**src/sv/rau_pkg.sv**
```systemverilog
// Package for the rational arithmetic unit: payload structs, widths, operation
// codes and the microcode program that sequences the datapath.
// No dependencies; used by rational_arithmetic_unit_core.
`default_nettype none

package rau_pkg;

   // Operand width and derived internal widths.
   localparam int OPERAND_WIDTH = 16;
   // Cross products and their sum; capped at 64 bits, where sums wrap.
   localparam int INT_WIDTH = (2 * OPERAND_WIDTH + 1 > 64) ? 64 : 2 * OPERAND_WIDTH + 1;
   localparam int NUM_WIDTH = 33;
   localparam int DEN_WIDTH = 32;
   localparam int STEP_CNT_WIDTH = $clog2(INT_WIDTH);
   localparam int PC_WIDTH = 4;

   // Operation kind codes.
   localparam logic [1:0] KIND_ADD = 2'd0;
   localparam logic [1:0] KIND_SUB = 2'd1;
   localparam logic [1:0] KIND_MUL = 2'd2;
   localparam logic [1:0] KIND_DIV = 2'd3;

   // Program addresses that are jump targets or checked elsewhere.
   localparam logic [PC_WIDTH-1:0] STEP_IDLE     = 4'd0;
   localparam logic [PC_WIDTH-1:0] STEP_GCD      = 4'd6;
   localparam logic [PC_WIDTH-1:0] STEP_GCD_END  = 4'd7;
   localparam logic [PC_WIDTH-1:0] STEP_DIV_NUM  = 4'd9;
   localparam logic [PC_WIDTH-1:0] STEP_DIV_DEN  = 4'd12;
   localparam logic [PC_WIDTH-1:0] STEP_ERROR    = 4'd14;

   typedef struct packed {
      logic [1:0]                      kind;
      logic signed [OPERAND_WIDTH-1:0] lhs_num;
      logic signed [OPERAND_WIDTH-1:0] lhs_den;
      logic signed [OPERAND_WIDTH-1:0] rhs_num;
      logic signed [OPERAND_WIDTH-1:0] rhs_den;
   } req_type;

   typedef struct packed {
      logic signed [NUM_WIDTH-1:0] res_num;
      logic signed [DEN_WIDTH-1:0] res_den;
      logic                        zero_den_error;
   } rsp_type;

   // Datapath operations, one per control word.
   typedef enum logic [3:0] {
      OP_LOAD,
      OP_MUL_FIRST,
      OP_MUL_CROSS,
      OP_COMBINE,
      OP_MUL_DEN,
      OP_MAG_INIT,
      OP_GCD_STEP,
      OP_GCD_END,
      OP_DIV_INIT_NUM,
      OP_DIV_STEP,
      OP_SAVE_QUOT,
      OP_DIV_INIT_DEN,
      OP_EMIT,
      OP_EMIT_ERROR,
      OP_NOP
   } dp_op_type;

   // Jump conditions; the jump is taken when the condition holds.
   typedef enum logic [2:0] {
      COND_NEVER,
      COND_ALWAYS,
      COND_NO_START,
      COND_DEN_ZERO,
      COND_GCD_BUSY,
      COND_DIV_BUSY
   } cond_type;

   typedef struct packed {
      dp_op_type             op;
      cond_type              cond;
      logic [PC_WIDTH-1:0]   target;
   } ctrl_word_type;

   // Microcode program. Each entry is one step of the sequencer.
   function automatic ctrl_word_type ucode_rom(input logic [PC_WIDTH-1:0] pc);
      ctrl_word_type w;
      w = '{op: OP_NOP, cond: COND_ALWAYS, target: STEP_IDLE};
      case (pc)
         4'd0:  w = '{op: OP_LOAD,         cond: COND_NO_START, target: STEP_IDLE};
         4'd1:  w = '{op: OP_MUL_FIRST,    cond: COND_NEVER,    target: STEP_IDLE};
         4'd2:  w = '{op: OP_MUL_CROSS,    cond: COND_NEVER,    target: STEP_IDLE};
         4'd3:  w = '{op: OP_COMBINE,      cond: COND_NEVER,    target: STEP_IDLE};
         4'd4:  w = '{op: OP_MUL_DEN,      cond: COND_NEVER,    target: STEP_IDLE};
         4'd5:  w = '{op: OP_MAG_INIT,     cond: COND_DEN_ZERO, target: STEP_ERROR};
         4'd6:  w = '{op: OP_GCD_STEP,     cond: COND_GCD_BUSY, target: STEP_GCD};
         4'd7:  w = '{op: OP_GCD_END,      cond: COND_NEVER,    target: STEP_IDLE};
         4'd8:  w = '{op: OP_DIV_INIT_NUM, cond: COND_NEVER,    target: STEP_IDLE};
         4'd9:  w = '{op: OP_DIV_STEP,     cond: COND_DIV_BUSY, target: STEP_DIV_NUM};
         4'd10: w = '{op: OP_SAVE_QUOT,    cond: COND_NEVER,    target: STEP_IDLE};
         4'd11: w = '{op: OP_DIV_INIT_DEN, cond: COND_NEVER,    target: STEP_IDLE};
         4'd12: w = '{op: OP_DIV_STEP,     cond: COND_DIV_BUSY, target: STEP_DIV_DEN};
         4'd13: w = '{op: OP_EMIT,         cond: COND_ALWAYS,   target: STEP_IDLE};
         4'd14: w = '{op: OP_EMIT_ERROR,   cond: COND_ALWAYS,   target: STEP_IDLE};
         default: w = '{op: OP_NOP,        cond: COND_ALWAYS,   target: STEP_IDLE};
      endcase
      return w;
   endfunction

endpackage

`default_nettype wire

```
**src/sv/rational_arithmetic_unit_core.sv**
```systemverilog
// Rational arithmetic unit top level: microcoded datapath for fraction
// add, subtract, multiply and divide with reduction to lowest terms.
// Depends on rau_pkg (types, widths, microcode program).
`default_nettype none

// A beat is accepted when start is high while busy is low; busy then stays
// high until the result is out. Each item runs through the setup steps
// (load, three products on one shared multiplier, the sum, zero check), then
// the binary GCD loop at one shift or subtract per cycle, then two restoring
// divisions by the GCD, each over all INT_WIDTH bits of its dividend
// (INT_WIDTH being 33 for 16-bit operands), with bookkeeping around them
// (forming the GCD, loading each dividend, saving the first quotient), and
// the emit step. A zero denominator skips the GCD and divisions and goes
// from the zero check straight to the error result. The result beat is shown
// for exactly one cycle on rsp_valid and cannot be held off; the next start
// may be taken in that same cycle.
module rational_arithmetic_unit_core (
   input  wire logic            clock,
   input  wire logic            reset,
   input  wire logic            start,
   output logic                 busy,
   input  wire rau_pkg::req_type req_data,
   output logic                 rsp_valid,
   output rau_pkg::rsp_type     rsp_data
);

   localparam int W   = rau_pkg::OPERAND_WIDTH;
   localparam int IW  = rau_pkg::INT_WIDTH;
   localparam int CW  = rau_pkg::STEP_CNT_WIDTH;
   localparam int NXW = (IW > rau_pkg::NUM_WIDTH) ? IW : rau_pkg::NUM_WIDTH;
   localparam int DXW = (IW > rau_pkg::DEN_WIDTH) ? IW : rau_pkg::DEN_WIDTH;

   // Sequencer state.
   logic [rau_pkg::PC_WIDTH-1:0] pc_ff, pc_in;
   rau_pkg::ctrl_word_type       cw;
   logic                         jump;
   logic                         accept;

   // Datapath registers.
   rau_pkg::req_type      req_ff, req_in;
   logic signed [IW-1:0]  t_ff, t_in;
   logic signed [IW-1:0]  p_ff, p_in;
   logic signed [IW-1:0]  n_ff, n_in;
   logic signed [IW-1:0]  m_ff, m_in;
   logic [IW-1:0]         u_ff, u_in;
   logic [IW-1:0]         v_ff, v_in;
   logic [CW-1:0]         k_ff, k_in;
   logic [IW-1:0]         g_ff, g_in;
   logic [IW-1:0]         dq_ff, dq_in;
   logic [IW-1:0]         rem_ff, rem_in;
   logic [CW-1:0]         cnt_ff, cnt_in;
   logic [IW-1:0]         qn_ff, qn_in;
   logic                  rsp_valid_ff, rsp_valid_in;
   rau_pkg::rsp_type      rsp_ff, rsp_in;

   // Combinational helpers.
   logic signed [W-1:0]   mul_x, mul_y;
   logic signed [2*W-1:0] mul_out;
   logic signed [IW-1:0]  mul_ext;
   logic [IW-1:0]         mag_n, mag_m;
   logic [IW:0]           diff_uv;
   logic [IW-1:0]         diff_vu;
   logic [IW-1:0]         rem_sh;
   logic [IW:0]           trial;
   logic [NXW-1:0]        num_ext, num_sgn;
   logic [DXW-1:0]        den_ext, den_sgn;

   // Fetch the control word and decide the next step.
   assign cw     = rau_pkg::ucode_rom(pc_ff);
   assign busy   = (pc_ff != rau_pkg::STEP_IDLE);
   assign accept = start && !busy;

   always_comb begin
      case (cw.cond)
         rau_pkg::COND_NEVER:    jump = 1'b0;
         rau_pkg::COND_ALWAYS:   jump = 1'b1;
         rau_pkg::COND_NO_START: jump = !start;
         rau_pkg::COND_DEN_ZERO: jump = (m_ff == '0);
         rau_pkg::COND_GCD_BUSY: jump = (v_ff != '0);
         rau_pkg::COND_DIV_BUSY: jump = (cnt_ff != CW'(IW - 1));
         default:                jump = 1'b0;
      endcase
      pc_in = jump ? cw.target : pc_ff + 1'b1;
   end

   // Shared multiplier; operand choice follows the step and the kind.
   always_comb begin
      mul_x = req_ff.lhs_num;
      mul_y = req_ff.rhs_den;
      case (cw.op)
         rau_pkg::OP_MUL_FIRST: begin
            mul_x = req_ff.lhs_num;
            mul_y = (req_ff.kind == rau_pkg::KIND_MUL) ? req_ff.rhs_num : req_ff.rhs_den;
         end
         rau_pkg::OP_MUL_CROSS: begin
            mul_x = req_ff.rhs_num;
            mul_y = req_ff.lhs_den;
         end
         rau_pkg::OP_MUL_DEN: begin
            mul_x = req_ff.lhs_den;
            mul_y = (req_ff.kind == rau_pkg::KIND_DIV) ? req_ff.rhs_num : req_ff.rhs_den;
         end
         default: begin
            mul_x = req_ff.lhs_num;
            mul_y = req_ff.rhs_den;
         end
      endcase
   end

   assign mul_out = mul_x * mul_y;
   assign mul_ext = IW'(mul_out);

   // Magnitudes of the unreduced parts; the most negative value maps to 2^(IW-1).
   assign mag_n = n_ff[IW-1] ? unsigned'(-n_ff) : unsigned'(n_ff);
   assign mag_m = m_ff[IW-1] ? unsigned'(-m_ff) : unsigned'(m_ff);

   // GCD compare and subtract.
   assign diff_uv = {1'b0, u_ff} - {1'b0, v_ff};
   assign diff_vu = v_ff - u_ff;

   // Restoring division: shift in the next dividend bit and try the subtract.
   assign rem_sh = {rem_ff[IW-2:0], dq_ff[IW-1]};
   assign trial  = {1'b0, rem_sh} - {1'b0, g_ff};

   // Reapply the signs to the quotients and fit them to the result fields.
   assign num_ext = NXW'(qn_ff);
   assign num_sgn = n_ff[IW-1] ? NXW'(0) - num_ext : num_ext;
   assign den_ext = DXW'(dq_ff);
   assign den_sgn = m_ff[IW-1] ? DXW'(0) - den_ext : den_ext;

   // Datapath next-state logic, one operation per control word.
   always_comb begin
      req_in       = req_ff;
      t_in         = t_ff;
      p_in         = p_ff;
      n_in         = n_ff;
      m_in         = m_ff;
      u_in         = u_ff;
      v_in         = v_ff;
      k_in         = k_ff;
      g_in         = g_ff;
      dq_in        = dq_ff;
      rem_in       = rem_ff;
      cnt_in       = cnt_ff;
      qn_in        = qn_ff;
      rsp_valid_in = 1'b0;
      rsp_in       = rsp_ff;
      case (cw.op)
         rau_pkg::OP_LOAD: begin
            if (accept) begin
               req_in = req_data;
            end
         end
         rau_pkg::OP_MUL_FIRST: t_in = mul_ext;
         rau_pkg::OP_MUL_CROSS: p_in = mul_ext;
         rau_pkg::OP_COMBINE: begin
            case (req_ff.kind)
               rau_pkg::KIND_ADD: n_in = t_ff + p_ff;
               rau_pkg::KIND_SUB: n_in = t_ff - p_ff;
               default:           n_in = t_ff;
            endcase
         end
         rau_pkg::OP_MUL_DEN: m_in = mul_ext;
         rau_pkg::OP_MAG_INIT: begin
            u_in = mag_n;
            v_in = mag_m;
            k_in = '0;
         end
         rau_pkg::OP_GCD_STEP: begin
            // Binary GCD; ends with v at zero and u holding the GCD divided by 2^k.
            if (v_ff == '0) begin
               u_in = u_ff;
            end else if (u_ff == '0) begin
               u_in = v_ff;
               v_in = '0;
            end else if (!u_ff[0] && !v_ff[0]) begin
               u_in = u_ff >> 1;
               v_in = v_ff >> 1;
               k_in = k_ff + 1'b1;
            end else if (!u_ff[0]) begin
               u_in = u_ff >> 1;
            end else if (!v_ff[0]) begin
               v_in = v_ff >> 1;
            end else if (!diff_uv[IW]) begin
               u_in = diff_uv[IW-1:0];
            end else begin
               v_in = diff_vu;
            end
         end
         rau_pkg::OP_GCD_END: g_in = u_ff << k_ff;
         rau_pkg::OP_DIV_INIT_NUM: begin
            dq_in  = mag_n;
            rem_in = '0;
            cnt_in = '0;
         end
         rau_pkg::OP_DIV_INIT_DEN: begin
            dq_in  = mag_m;
            rem_in = '0;
            cnt_in = '0;
         end
         rau_pkg::OP_DIV_STEP: begin
            rem_in = trial[IW] ? rem_sh : trial[IW-1:0];
            dq_in  = {dq_ff[IW-2:0], !trial[IW]};
            cnt_in = cnt_ff + 1'b1;
         end
         rau_pkg::OP_SAVE_QUOT: qn_in = dq_ff;
         rau_pkg::OP_EMIT: begin
            rsp_valid_in          = 1'b1;
            rsp_in.res_num        = num_sgn[rau_pkg::NUM_WIDTH-1:0];
            rsp_in.res_den        = den_sgn[rau_pkg::DEN_WIDTH-1:0];
            rsp_in.zero_den_error = 1'b0;
         end
         rau_pkg::OP_EMIT_ERROR: begin
            rsp_valid_in          = 1'b1;
            rsp_in.res_num        = '0;
            rsp_in.res_den        = '0;
            rsp_in.zero_den_error = 1'b1;
         end
         default: begin
            rsp_valid_in = 1'b0;
         end
      endcase
   end

   // Control registers.
   always_ff @(posedge clock) begin
      if (reset) begin
         pc_ff        <= rau_pkg::STEP_IDLE;
         rsp_valid_ff <= 1'b0;
      end else begin
         pc_ff        <= pc_in;
         rsp_valid_ff <= rsp_valid_in;
      end
   end

   // Payload registers.
   always_ff @(posedge clock) begin
      req_ff <= req_in;
      t_ff   <= t_in;
      p_ff   <= p_in;
      n_ff   <= n_in;
      m_ff   <= m_in;
      u_ff   <= u_in;
      v_ff   <= v_in;
      k_ff   <= k_in;
      g_ff   <= g_in;
      dq_ff  <= dq_in;
      rem_ff <= rem_in;
      cnt_ff <= cnt_in;
      qn_ff  <= qn_in;
      rsp_ff <= rsp_in;
   end

   assign rsp_valid = rsp_valid_ff;
   assign rsp_data  = rsp_ff;

   // An accepted beat makes the unit busy in the next cycle.
   a_accept_busy: assert property (@(posedge clock) disable iff (reset)
      accept |=> busy)
      else $error("unit not busy after accepting a beat");

   // A result is strobed for one cycle only.
   a_single_strobe: assert property (@(posedge clock) disable iff (reset)
      rsp_valid |=> !rsp_valid)
      else $error("result strobe held for more than one cycle");

   // An error result carries 0/0.
   a_error_zero: assert property (@(posedge clock) disable iff (reset)
      (rsp_valid && rsp_data.zero_den_error) |->
         (rsp_data.res_num == '0 && rsp_data.res_den == '0))
      else $error("error result with nonzero parts");

   // The GCD of a nonzero denominator is never zero.
   a_gcd_nonzero: assert property (@(posedge clock) disable iff (reset)
      (pc_ff == rau_pkg::STEP_GCD_END) |-> (u_ff != '0))
      else $error("GCD finished at zero");

   // The partial remainder stays below the divisor throughout a division.
   a_rem_bound: assert property (@(posedge clock) disable iff (reset)
      (pc_ff == rau_pkg::STEP_DIV_NUM || pc_ff == rau_pkg::STEP_DIV_DEN) |->
         (rem_ff < g_ff))
      else $error("division remainder not below divisor");

endmodule

`default_nettype wire
```
**config.mk**
```make
export PLATFORM = sky130hd
export DESIGN_NAME = rational_arithmetic_unit_core
export DESIGN_NICKNAME = d
export VERILOG_FILES = /design/src/sv/rau_pkg.sv /design/src/sv/rational_arithmetic_unit_core.sv
export SDC_FILE = /design/constraint.sdc
export NUM_CORES = 2
export LEC_CHECK = 0
export BUFFER_PORTS_ARGS = -buffer_cell sky130_fd_sc_hd__buf_2
export CAP_MARGIN = 20
export CORE_MARGIN = 2
export CORE_UTILIZATION = 35
export CTS_CLUSTER_SIZE = 40
export DETAILED_ROUTE_END_ITERATION = 8
export GPL_ROUTABILITY_DRIVEN = 0
export PLACE_DENSITY = 0.52
export SKIP_LAST_GASP = 1
export SYNTH_ARGS = -nofsm -noshare
export SYNTH_HDL_FRONTEND = slang
export SYNTH_SLANG_ARGS = --single-unit
```
**constraint.sdc**
```tcl
create_clock -name clock -period 9.9 [get_ports clock]
set_input_delay 0.99 -clock clock [delete_from_list [all_inputs] [get_ports clock]]
set_output_delay 0.99 -clock clock [all_outputs]
set_load 0.02 [all_outputs]
```
==> metrics <==
Hold Path Class=primary input to flop; count of final setup violators=0; synth top area cells=edfxtp_1 35%, fa_1 13%, ha_1 7.1%, nor2_1 4.3%, inv_1 4.2%; Port-buffer cells=136; detailed-route via count=29900; CP arrival=9140 ps; Detailed Route WL=113000 µm; CTS tree=yes; Worst Tran Pin Value=1050 ps; CP startpoint kind=flop; Chip Height=343 µm; class of the most critical setup path=flop to flop; H-tree levels=2; Max Clk Rate=0.114 GHz; Layout area overhead=11.0%; period utilization=89.0%; Iter 0 DRT Violations=2393; largest net degree at the start of global routing=78; Top FF cell, synth=edfxtp_1; syn nets=4658; Slew Viols, Final=0; die width=343 µm; Post-synth EDFFs=470; worst-path cell with the longest stage delay=dfxtp_1; dominant cell type by area after synthesis=edfxtp_1; run status=finished clean; fin cells=5733; gr usage total=19.1%; DR WL/cell=19.7 µm; synth warn=0; CTS Root Cell=clkbuf_16; layout cells sized above 1=9.00%; Synth top area share=35.2%; RSZ-0062 raised after global routing=no; DRC viols=0; WP data required=10240 ps; Initial Util=35.2%; io pins=137; number of global-route vias before repair=30100; Hold Violations, Final=0; Worst path most repeated cell=fa_1; clock transition time at the flip-flop clock pins of the worst setup and hold paths=60 ps; register bit total from synthesis=486; top cells by count, synth=470 x edfxtp_1, 455 x nor2_1, 453 x inv_1; cell with the most instances after synthesis=edfxtp_1; clock sinks=486; Post-CTS Resized=0; Fillers=11400; 1st-pass router iterations=6; Post-Place Cells=5617; worst rel slew slack=30.3%; initial antenna violation count=3; Hold-fix buffers, CTS=0; Synth Cell Area=0.0401 mm²; Clk Latency, worst-skew pair=700 ps; CP endpoint kind=flop; Max-cap violations=0; Tmin final=8810 ps; setup repair bufs after CTS=0; dpl hpwl=88300 µm; drt via density=5.22; grt ovf=0; Site Rows=124; antenna-violating nets left=0; CORE AREA=0.114 mm²; die area=0.117 mm²; fraction of registers with async set/reset=0%; synthesized area per cell=9.80 µm²; CP Max Fanout=32; Layout Nets=4731; Final Skew=85.2 ps; Max Root-Sink Buffers=3; Yosys cell types=90; Synth Instances=4095; setup TNS=0 ps; first-pass GRT wire length=176000 µm; CP max stage delay=900 ps; Num CTS Buffers=61; register area share after synthesis=36.0%
==> state kept, by name, summed over array words and instances (netlist names) <==
register / count
cnt_ff: 6
cw: 11
den_ext: 33
g_ff: 33
k_ff: 6
m_ff: 32
n_ff: 33
num_ext: 33
p_ff: 32
pc_ff: 4
rem_ff: 32
req_ff: 66
rsp_data: 66
rsp_valid: 1
t_ff: 32
u_ff: 33
v_ff: 33
==> placed cells by master, fill, tap and decap left out, types with 16 or more instances in the layout <==
master	count
nor3_1	33
nand2b_1	48
o21ai_0	181
buf_4	60
fa_1	266
a221oi_1	25
a21oi_1	234
edfxtp_1	470
o21a_1	27
mux4_2	18
xor2_1	157
a221o_1	42
o41ai_1	18
o221ai_1	17
o31ai_1	46
nor2_1	448
nor2b_1	28
a21o_1	79
a211oi_1	21
clkbuf_16	61
and2_1	38
dfxtp_1	16
o21bai_1	21
and3_1	24
or2_2	17
or3_1	29
nand3_1	52
xnor2_1	157
nor4_1	30
ha_1	228
a22oi_1	48
inv_1	453
mux2i_1	54
buf_2	136
nand2_1	363
or4_1	18
nand4_1	18
a31oi_1	19
==> worst max-delay path, delay by kind of cell, from the launching register on <==
kind                       cells  cell delay, ps
adders and majority gates      7            3270
and+or+nand+nor                6            1940
AOI/OAI and AO/OA              7            1520
DFF                            1             900
buffers and inverters          5             750
xor gates and xnor gates       1             120
==> layout make-up <==
| type | instances | area [µm²] | area share (%) |
|---|---|---|---|
| antenna | 1 | 2.50 | 0.00562 |
| clock buffer | 70 | 1560 | 3.50 |
| clock inverter | 45 | 420 | 0.944 |
| inverter | 456 | 1710 | 3.84 |
| multi-input combinational | 2966 | 23400 | 52.5 |
| sequential | 486 | 14400 | 32.4 |
| tap | 1512 | 1890 | 4.25 |
| timing repair buffer | 197 | 1130 | 2.55 |
==> through the flow <==
| step | setup slack, ps | hold WS [ps] | cell area, µm² | utilization (%) |
|---|---|---|---|---|
| after floorplan | 624 | 451 | 40100 | - |
| after global placement | 1110 | 475 | 42600 | 37.3 |
| after detailed placement | 1070 | 473 | 42600 | 37.3 |
| after CTS | 1030 | 431 | 44500 | 39.1 |
| after global routing | 507 | 443 | 44500 | 39.1 |
| final | 1090 | 481 | 44500 | 39.1 |
==> per-layer routing <==
layer / routed length (µm) / up-vias / track usage, %
met3: 7170 / 167 / 2.61
met1: 49700 / 14400 / 25.9
met2: 52100 / 913 / 31.6
met4: 3880 / 2 / 6.37
li1: - / 14400 / -
met5: 11 / - / 0
==> final timing paths <==
kind / to / depth (start not counted) / startpoint / slack, ps
setup / recovery: t_ff[31]$_DFFE_PP_ / 26 / cw[8]$_DFF_P_ / 1090
hold / removal: req_ff[19]$_DFFE_PP_ / 1 / req_data[19] / 480
setup reg to reg: t_ff[31]$_DFFE_PP_ / 26 / cw[8]$_DFF_P_ / 1090
hold reg to reg: num_ext[32]$_DFFE_PN_ / 0 / den_ext[32]$_DFFE_PP_ / 500
==> cells by family after synthesis <==
group                    Yosys count  synth area share (%)
AO/OA/AOI/OAI                    881                  14.6
adder cells (fa/ha/maj)          494                  20.4
AND/OR/NAND/NOR                 1196                  13.5
multiplexers                      81                  2.64
flip-flops                       486                  36.0
XOR/XNOR                         314                  6.85
buffers and inverters            643                  6.04
Power is not shown: default switching activity piles up to over one toggle a cycle in this logic, so the estimate is an artifact.
